## config.mk

```make
export PLATFORM = sky130hd
export DESIGN_NAME = severity_ranked_error_log
export DESIGN_NICKNAME = d
export VERILOG_FILES = /design/src/sevlog_pkg.sv /design/src/sevlog_mem.sv /design/src/sevlog_cmp.sv /design/src/severity_ranked_error_log.sv
export VERILOG_INCLUDE_DIRS = /design/src /design/src/src
export SDC_FILE = /design/constraint.sdc
export NUM_CORES = 2
export LEC_CHECK = 0
export ABC_AREA = 1
export BUFFER_PORTS_ARGS = -buffer_cell sky130_fd_sc_hd__buf_2
export CORE_ASPECT_RATIO = 0.7
export CORE_MARGIN = 8
export CORE_UTILIZATION = 34
export DETAILED_ROUTE_END_ITERATION = 6
export PLACE_DENSITY = 0.5
export SLEW_MARGIN = 30
export SYNTH_ARGS = -nofsm -noshare
export SYNTH_HDL_FRONTEND = slang
export SYNTH_HIERARCHICAL = 1
export SYNTH_SLANG_ARGS = --single-unit
export TNS_END_PERCENT = 30
```

## constraint.sdc

```tcl
create_clock -name clk -period 14.3 [get_ports clk]
set_input_delay 2.86 -clock clk [delete_from_list [all_inputs] [get_ports clk]]
set_output_delay 2.86 -clock clk [all_outputs]
set_load 0.03 [all_outputs]
```

## src/assert_macros.svh

```systemverilog
// Assertion macros used by the RTL files that include this header.
// Each macro expands to a labeled concurrent assertion in simulation and to
// nothing in synthesis.
`ifndef ASSERT_MACROS_SVH
`define ASSERT_MACROS_SVH

`ifndef SYNTHESIS

// Property must hold at every clock edge outside reset.
`define ASSERT_ALWAYS(label, clk, rst, prop) \
  label: assert property (@(posedge clk) disable iff (rst) (prop)) \
    else $error("assertion failed: property does not hold");

// Consequent must hold in the cycle after the antecedent.
`define ASSERT_NEXT(label, clk, rst, ante, cons) \
  label: assert property (@(posedge clk) disable iff (rst) (ante) |=> (cons)) \
    else $error("assertion failed: expected follow-up missing");

`else

`define ASSERT_ALWAYS(label, clk, rst, prop)
`define ASSERT_NEXT(label, clk, rst, ante, cons)

`endif

`endif

```

## src/sevlog_pkg.sv

```systemverilog
// ---------------------------------------------------------------------------
// sevlog_pkg
// Types and codes shared by the error log modules.
// ---------------------------------------------------------------------------
package sevlog_pkg;

  typedef enum logic [2:0] {
    MODE_REPORT  = 3'd0,
    MODE_ACK     = 3'd1,
    MODE_CLEAR   = 3'd2,
    MODE_PROCESS = 3'd3,
    MODE_PANEL   = 3'd4,
    MODE_READ    = 3'd5,
    MODE_CHECK   = 3'd6,
    MODE_NONE    = 3'd7
  } mode_t;

  localparam logic [1:0] LVL_WARN = 2'd0;
  localparam logic [1:0] LVL_ERR  = 2'd1;
  localparam logic [1:0] LVL_CRIT = 2'd2;
  localparam logic [1:0] LVL_MAX  = 2'd3;

  localparam logic [31:0] TIMEOUT_RESET = 32'd10000;

  typedef struct packed {
    logic [1:0]  level;
    logic [15:0] source;
    logic [15:0] message;
    logic [31:0] stamp;
    logic        acked;
  } entry_t;

  typedef struct packed {
    logic ahead;   // entry a ranks ahead of entry b
    logic stale;   // entry a is a warning older than the timeout
  } cmp_res_t;

endpackage

```

## src/sevlog_mem.sv

```systemverilog
// ---------------------------------------------------------------------------
// sevlog_mem
// Entry storage: one write port, one registered read port.
// ---------------------------------------------------------------------------
module sevlog_mem #(
  parameter int Depth = 9,
  parameter int Aw    = 4
) (
  input  logic                clk,
  input  logic                we,
  input  logic [Aw-1:0]       waddr,
  input  sevlog_pkg::entry_t  wdata,
  input  logic [Aw-1:0]       raddr,
  output sevlog_pkg::entry_t  rdata
);
  import sevlog_pkg::*;

  entry_t mem [Depth];

  always_ff @(posedge clk) begin
    if (we) begin
      mem[waddr] <= wdata;
    end
    rdata <= mem[raddr];
  end

endmodule

```

## src/sevlog_cmp.sv

```systemverilog
// ---------------------------------------------------------------------------
// sevlog_cmp
// Shared compare unit: rank order and warning age test.
// ---------------------------------------------------------------------------
module sevlog_cmp (
  input  sevlog_pkg::entry_t    a,
  input  sevlog_pkg::entry_t    b,
  input  logic [31:0]           now,
  input  logic [31:0]           timeout,
  output sevlog_pkg::cmp_res_t  res
);
  import sevlog_pkg::*;

  logic [31:0] age;

  always_comb begin
    age = now - a.stamp;  // wraps modulo 2^32
    res.stale = (a.level == LVL_WARN) && (age > timeout);
    if (a.level != b.level) begin
      res.ahead = a.level > b.level;
    end else begin
      res.ahead = a.stamp > b.stamp;
    end
  end

endmodule

```

## src/severity_ranked_error_log.sv

```systemverilog
// ---------------------------------------------------------------------------
// severity_ranked_error_log
// Bounded error log ranked by severity, one status beat per operation.
// ---------------------------------------------------------------------------
// One operation is in flight at a time; in_stall is high until its status
// beat is loaded into the output register. Every operation ends with a status
// sweep of the N entries held through the single read port of the entry
// memory, then loads the beat once the output register is not held by
// out_stall. Report, process and check first run a compaction sweep.
// Acknowledge and read look the entry up; acknowledge of a non-critical entry
// then runs the same compaction sweep. A report that overflows the log runs a
// stable bubble sort of LOG_DEPTH+1 entries, then drops the last.
module severity_ranked_error_log #(
  parameter int LOG_DEPTH = 8
) (
  input  logic        clk,
  input  logic        rst,
  input  logic        in_valid,
  output logic        in_stall,
  input  logic [2:0]  mode,
  input  logic [1:0]  level,
  input  logic [15:0] source_id,
  input  logic [15:0] message_id,
  input  logic [7:0]  entry_index,
  input  logic        panel_value,
  input  logic [31:0] now_ms,
  output logic        out_valid,
  input  logic        out_stall,
  output logic [7:0]  entry_count,
  output logic        has_pending,
  output logic        has_critical,
  output logic [1:0]  highest_level,
  output logic        panel_active,
  output logic        read_valid,
  output logic [1:0]  read_level,
  output logic [15:0] read_source,
  output logic [15:0] read_message,
  output logic [31:0] read_time,
  output logic        read_acked,
  input  logic        cfg_valid,
  output logic        cfg_ready,
  input  logic [31:0] cfg_data
);
  import sevlog_pkg::*;

  `include "assert_macros.svh"

  localparam int Slots = LOG_DEPTH + 1;
  localparam int Aw    = $clog2(Slots);
  localparam int Cw    = $clog2(LOG_DEPTH + 2);
  localparam logic [Cw-1:0] DepthC = Cw'(LOG_DEPTH);

  typedef enum logic [13:0] {
    S_IDLE    = 14'b00000000000001,
    S_SCAN_RD = 14'b00000000000010,
    S_SCAN_EV = 14'b00000000000100,
    S_APPEND  = 14'b00000000001000,
    S_SORT_RD = 14'b00000000010000,
    S_SORT_EV = 14'b00000000100000,
    S_SORT_END= 14'b00000001000000,
    S_ACK_RD  = 14'b00000010000000,
    S_ACK_EV  = 14'b00000100000000,
    S_READ_RD = 14'b00001000000000,
    S_READ_EV = 14'b00010000000000,
    S_STAT_RD = 14'b00100000000000,
    S_STAT_EV = 14'b01000000000000,
    S_FINISH  = 14'b10000000000000
  } state_t;

  state_t         state;
  logic [Cw-1:0]  count;
  logic [Cw-1:0]  rptr;
  logic [Cw-1:0]  wptr;
  logic [Cw-1:0]  lim;
  logic           scan_ack;
  entry_t         carry;
  logic           crit;
  logic [1:0]     high;
  logic           panel_flag;
  logic [31:0]    timeout;

  mode_t          op_mode;
  logic [1:0]     op_level;
  logic [15:0]    op_source;
  logic [15:0]    op_message;
  logic [7:0]     op_index;
  logic [31:0]    op_now;

  logic           rd_valid;
  entry_t         rd_entry;

  logic           mem_we;
  logic [Aw-1:0]  mem_waddr;
  entry_t         mem_wdata;
  logic [Aw-1:0]  mem_raddr;
  entry_t         mem_rdata;
  cmp_res_t       cmp;
  logic           keep;
  logic           idx_hit;
  logic           load_out;
  entry_t         new_entry;

  sevlog_mem #(
    .Depth (Slots),
    .Aw    (Aw)
  ) u_mem (
    .clk   (clk),
    .we    (mem_we),
    .waddr (mem_waddr),
    .wdata (mem_wdata),
    .raddr (mem_raddr),
    .rdata (mem_rdata)
  );

  sevlog_cmp u_cmp (
    .a       (mem_rdata),
    .b       (carry),
    .now     (op_now),
    .timeout (timeout),
    .res     (cmp)
  );

  assign in_stall  = (state != S_IDLE);
  assign cfg_ready = (state == S_IDLE);
  assign idx_hit   = op_index < 8'(count);
  assign keep      = scan_ack ? (8'(rptr) != op_index) : !cmp.stale;
  assign load_out  = (state == S_FINISH) && (!out_valid || !out_stall);

  always_comb begin
    new_entry.level   = op_level;
    new_entry.source  = op_source;
    new_entry.message = op_message;
    new_entry.stamp   = op_now;
    new_entry.acked   = 1'b0;
  end

  // Memory port steering
  always_comb begin
    mem_raddr = rptr[Aw-1:0];
    mem_we    = 1'b0;
    mem_waddr = wptr[Aw-1:0];
    mem_wdata = mem_rdata;
    unique case (state)
      S_SCAN_EV: begin
        mem_we = keep;
      end
      S_APPEND: begin
        mem_we    = 1'b1;
        mem_waddr = count[Aw-1:0];
        mem_wdata = new_entry;
      end
      S_SORT_EV: begin
        mem_we    = (rptr != '0);
        mem_waddr = Aw'(rptr - 1'b1);
        mem_wdata = cmp.ahead ? mem_rdata : carry;
      end
      S_SORT_END: begin
        mem_we    = 1'b1;
        mem_waddr = lim[Aw-1:0];
        mem_wdata = carry;
      end
      S_ACK_RD, S_READ_RD: begin
        mem_raddr = op_index[Aw-1:0];
      end
      S_ACK_EV: begin
        mem_we          = (mem_rdata.level == LVL_CRIT);
        mem_waddr       = op_index[Aw-1:0];
        mem_wdata.acked = 1'b1;
      end
      default: begin
      end
    endcase
  end

  always_ff @(posedge clk) begin
    if (rst) begin
      state      <= S_IDLE;
      count      <= '0;
      panel_flag <= 1'b0;
      timeout    <= TIMEOUT_RESET;
      out_valid  <= 1'b0;
    end else begin
      if (cfg_valid && cfg_ready) begin
        timeout <= cfg_data;
      end
      if (load_out) begin
        out_valid <= 1'b1;
      end else if (out_valid && !out_stall) begin
        out_valid <= 1'b0;
      end
      unique case (state)
        S_IDLE: begin
          if (in_valid) begin
            op_mode    <= mode_t'(mode);
            op_level   <= (level == LVL_MAX) ? LVL_CRIT : level;
            op_source  <= source_id;
            op_message <= message_id;
            op_index   <= entry_index;
            op_now     <= now_ms;
            crit       <= 1'b0;
            high       <= LVL_WARN;
            rd_valid   <= 1'b0;
            rd_entry   <= '0;
            rptr       <= '0;
            wptr       <= '0;
            scan_ack   <= 1'b0;
            unique case (mode_t'(mode))
              MODE_REPORT, MODE_PROCESS, MODE_CHECK: state <= S_SCAN_RD;
              MODE_ACK:   state <= S_ACK_RD;
              MODE_READ:  state <= S_READ_RD;
              MODE_CLEAR: begin
                count      <= '0;
                panel_flag <= 1'b0;
                state      <= S_STAT_RD;
              end
              MODE_PANEL: begin
                panel_flag <= panel_value;
                state      <= S_STAT_RD;
              end
              MODE_NONE:  state <= S_STAT_RD;
            endcase
          end
        end
        S_SCAN_RD: begin
          if (rptr == count) begin
            count <= wptr;
            rptr  <= '0;
            if (!scan_ack && op_mode == MODE_REPORT) begin
              state <= S_APPEND;
            end else begin
              if (!scan_ack && op_mode == MODE_PROCESS && wptr == '0) begin
                panel_flag <= 1'b0;
              end
              state <= S_STAT_RD;
            end
          end else begin
            state <= S_SCAN_EV;
          end
        end
        S_SCAN_EV: begin
          if (keep) begin
            wptr <= wptr + 1'b1;
          end
          rptr  <= rptr + 1'b1;
          state <= S_SCAN_RD;
        end
        S_APPEND: begin
          count <= count + 1'b1;
          rptr  <= '0;
          if (count == DepthC) begin
            lim   <= DepthC;
            state <= S_SORT_RD;
          end else begin
            state <= S_STAT_RD;
          end
        end
        S_SORT_RD: begin
          state <= S_SORT_EV;
        end
        S_SORT_EV: begin
          // carry moves on only past entries that strictly rank ahead
          if (rptr == '0 || !cmp.ahead) begin
            carry <= mem_rdata;
          end
          if (rptr == lim) begin
            state <= S_SORT_END;
          end else begin
            rptr  <= rptr + 1'b1;
            state <= S_SORT_RD;
          end
        end
        S_SORT_END: begin
          rptr <= '0;
          if (lim == Cw'(1)) begin
            count <= DepthC;  // drop the lowest ranked entry
            state <= S_STAT_RD;
          end else begin
            lim   <= lim - 1'b1;
            state <= S_SORT_RD;
          end
        end
        S_ACK_RD: begin
          state <= idx_hit ? S_ACK_EV : S_STAT_RD;
        end
        S_ACK_EV: begin
          if (mem_rdata.level == LVL_CRIT) begin
            state <= S_STAT_RD;
          end else begin
            scan_ack <= 1'b1;
            state    <= S_SCAN_RD;
          end
        end
        S_READ_RD: begin
          state <= idx_hit ? S_READ_EV : S_STAT_RD;
        end
        S_READ_EV: begin
          rd_valid <= 1'b1;
          rd_entry <= mem_rdata;
          state    <= S_STAT_RD;
        end
        S_STAT_RD: begin
          state <= (rptr == count) ? S_FINISH : S_STAT_EV;
        end
        S_STAT_EV: begin
          if (!mem_rdata.acked) begin
            if (mem_rdata.level == LVL_CRIT) begin
              crit <= 1'b1;
            end
            if (mem_rdata.level > high) begin
              high <= mem_rdata.level;
            end
          end
          rptr  <= rptr + 1'b1;
          state <= S_STAT_RD;
        end
        S_FINISH: begin
          // hold until the output register is free
          if (load_out) begin
            entry_count   <= 8'(count);
            has_pending   <= (count != '0);
            has_critical  <= crit;
            highest_level <= high;
            panel_active  <= panel_flag;
            read_valid    <= rd_valid;
            read_level    <= rd_entry.level;
            read_source   <= rd_entry.source;
            read_message  <= rd_entry.message;
            read_time     <= rd_entry.stamp;
            read_acked    <= rd_entry.acked;
            state         <= S_IDLE;
          end
        end
        default: state <= S_IDLE;
      endcase
    end
  end

  `ASSERT_ALWAYS(a_count_bound, clk, rst, (state == S_IDLE) -> (count <= DepthC))
  `ASSERT_NEXT(a_busy_after_accept, clk, rst, in_valid && !in_stall, state != S_IDLE)
  `ASSERT_ALWAYS(a_scan_order, clk, rst, (state == S_SCAN_EV) -> (wptr <= rptr))
  `ASSERT_ALWAYS(a_empty_status, clk, rst, (out_valid && entry_count == 8'd0) -> (!has_pending && !has_critical))

endmodule
```

==> results.cfg <==
[layout]
drive_above_1_share = 0.110
fillers = 12800
regArea_sq_um = 29600
area_growth_pct = 13.5
nets = 4715
multi_input_area_sq_um = 11800
finalNonFillerCells = 6333

[sta]
fin_crit_ps = 5920
fin_skew_ps = 26.4
fin_crit_sh = 0.414
max_clock_freq_mhz = 169
slew-limit-headroom = 0.276
finalHoldViolations = 0
setup_viol = 0
setup_ws_ps = 8380
rsz0062_at_grt = no
slew_viol_final = 0
hold_ws_ps = 418
timing.setup.tns_ps = 0
tightest_slew_ps = 1080

[floorplanning]
fp-row-count = 111
core-area_sq_um = 131000
die_area_sq_um = 145000
start_util = 0.344
io_pins = 199
fp.dieH_microns = 321
die_w_microns = 451

[pwr]
seq_power_share = 0.419
intPower_mw = 6.12
p_sw_mw = 3.39
leakage_nw = 21.5
p_sw_frac = 0.357
peakVddDrop_mv = 0.106
p_clk_frac = 0.285
comb_power_share = 0.296
power_density_nw_per_um2 = 186

[synth]
ys_warn_count = 6
synth.avg_cell_area_sq_um = 10.5
yosysUniqueCellTypes = 51
yosysSeqAreaShare = 0.657
syn_area_sq_um = 45100
synth_cells = 4297
ys_seq_elements = 1027

[worst_setup_path]
crit_slowest_cell = buf_4
crit_type = flip-flop to flip-flop
endpoint_kind = flip-flop
critPathArrivalTime_ps = 6240
cp_top_family = simple AND/OR/NAND/NOR gates
crit_top_cell = nand2_1
start_kind = flip-flop
worst-path-max-fanout = 51
critPathBufInv = 3
critPathMaxStageDelay_ps = 890
cp.required_ps = 14630

[routing]
routedWlPerCell_microns = 20.1
dr.pass1.iters = 6
drtAntennaViolNets = 0
routed_wl_microns = 128000
vias = 29700
viasPerCell = 4.69
drc = 0
drt_iter0_markers = 2546

[global_route]
antenna_found_initial = 11
grt_pass1_vias = 28400
grt_usage = 0.171
grt_max_degree = 110
grt-ovfl-total = 0
grt_pass1_wl_microns = 190000

[clock_network]
cts-buffers-inserted = 105
post-cts-setup-buffers = 0
clk_root_buffer_cell = clkbuf_16
clkSinkCount = 1027
cts_resized = 0
htree_num_levels = 3
clk-insertion-delay-late_ps = 730
holdBufCountCts = 0
clock_path_buffers = 3
clk_pin_slew_ps = 60
cts_tree = yes

[placement]
port_buffers = 194
dp_cells = 6132
gp_congestion = 0.911
dp_hpwl_microns = 77900
pre_cts_ws_ps = 8380

[outcome]
status = finished, final reports clean

[hold_path]
hold_path.class = flip-flop to flip-flop

[flow_run]
maxCapViolCount = 0
[logic make-up after synthesis]
family,Yosys count,share of synthesized area
adder cells (fa/ha/maj),112,0.0312
buffers and inverters,887,0.0842
XOR/XNOR,29,0.00563
flip-flops,1027,0.657
AND/OR/NAND/NOR,1935,0.181
other,1,0.0000831
AO/OA/AOI/OAI,306,0.0402
[routing by layer]
layer | track usage | part of all wire | up-vias | routed length, microns
met1 | 0.262 | 0.50 | 14300 | 63900
met4 | 0.0351 | 0.019 | 4 | 2420
met5 | 0 | 0.00020 | - | 26
met2 | 0.253 | 0.42 | 782 | 53900
met3 | 0.0304 | 0.058 | 145 | 7420
li1 | - | - | 14500 | -
[metrics by stage]
step | util | total power, mW | cell area [sq um]
4_1_cts | 0.390 | 9.59 | 51200
2_1_floorplan | - | 5.92 | 45100
6_report | 0.390 | 9.51 | 51200
5_1_grt | 0.390 | 10.1 | 51200
3_3_place_gp | 0.364 | 6.83 | 47800
3_5_place_dp | 0.364 | 6.85 | 47800
[cell usage after synthesis, drive strengths merged]
library cell     n  share of area
nand2         1204           0.10
edfxtp         908           0.60
inv            719          0.060
nand3          481          0.054
nor2           206          0.019
buf            139          0.022
dfxtp          119          0.053
ha             111          0.031
a21oi          108          0.013
o21ai          107          0.012
a22oi           66          0.011
clkbuf          28         0.0023
xor2            23         0.0045
nor3            19         0.0022
nand4           14         0.0021
o22ai            6        0.00083
xnor2            6         0.0012
a211oi           5        0.00083
nand3b           4        0.00067
o21a             4        0.00067
o21bai           4        0.00067
a21o             3        0.00050
or2              3        0.00042
o211ai           2        0.00033
and2             1        0.00017
clkinv           1        0.00019
conb             1       0.000083
fa               1        0.00044
nand2b           1        0.00014
nor3b            1        0.00017
nor4             1        0.00014
o2111ai          1        0.00019
[area by class of cell]
class,instances,area share
Multi-Input combinational cell,2386,0.231
Tap cell,1751,0.0428
Clock inverter,63,0.0104
Clock buffer,137,0.0559
Timing Repair Buffer,248,0.0270
Antenna cell,1,0.0000489
Sequential cell,1027,0.579
Inverter,720,0.0533
[path summary, 6_finish.rpt]
kind / startpoint / to / slack, ps / cells past startpoint
setup / recovery: op_now[0] / u_mem/mem[5][46] / 8380 / 28
hold / removal: rd_entry[11] / read_time[10] / 420 / 0
setup reg to reg: op_now[0] / u_mem/mem[5][46] / 8380 / 28
hold reg to reg: rd_entry[11] / read_time[10] / 420 / 0
[power by group through the flow]
stage,Combinational [mW],Sequential [mW],Clock (mW)
2_1_floorplan,1.93,3.99,0
3_3_place_gp,2.79,4.04,0
3_5_place_dp,2.80,4.05,0
4_1_cts,2.82,3.99,2.79
5_1_grt,3.15,4.02,2.89
6_report,2.82,3.98,2.71
[cell usage in the layout, fill, tap and decap left out, types with 6 or more instances in the layout]
cell type  instances
nor3_1            16
buf_4             52
inv_1            709
clkbuf_1          22
nand2_1         1169
clkinv_1          24
nand4_1           13
nand2_2           29
a21oi_1           92
clkinv_2          19
a22oi_1           66
xor2_1            23
o21ai_1           62
clkbuf_8           9
o21ai_0           40
a21oi_2           15
edfxtp_1         908
o22ai_1            6
nand3_1          477
nor2_2             9
clkbuf_16        106
nor2_4            14
xnor2_1            6
ha_1             111
buf_2            194
inv_6              6
dfxtp_1          119
nor2_1           182
[registers in the layout, summed over array words and instances (netlist names), 8 cells and up]
| name | count |
|---|---|
| carry | 67 |
| op_index | 8 |
| op_message | 16 |
| op_now | 32 |
| op_source | 16 |
| rd_entry | 67 |
| read_message | 16 |
| read_source | 16 |
| read_time | 32 |
| state | 14 |
| timeout | 32 |
| u_mem/mem | 603 |
| u_mem/rdata | 67 |
Power figures use the tool's default switching activity.
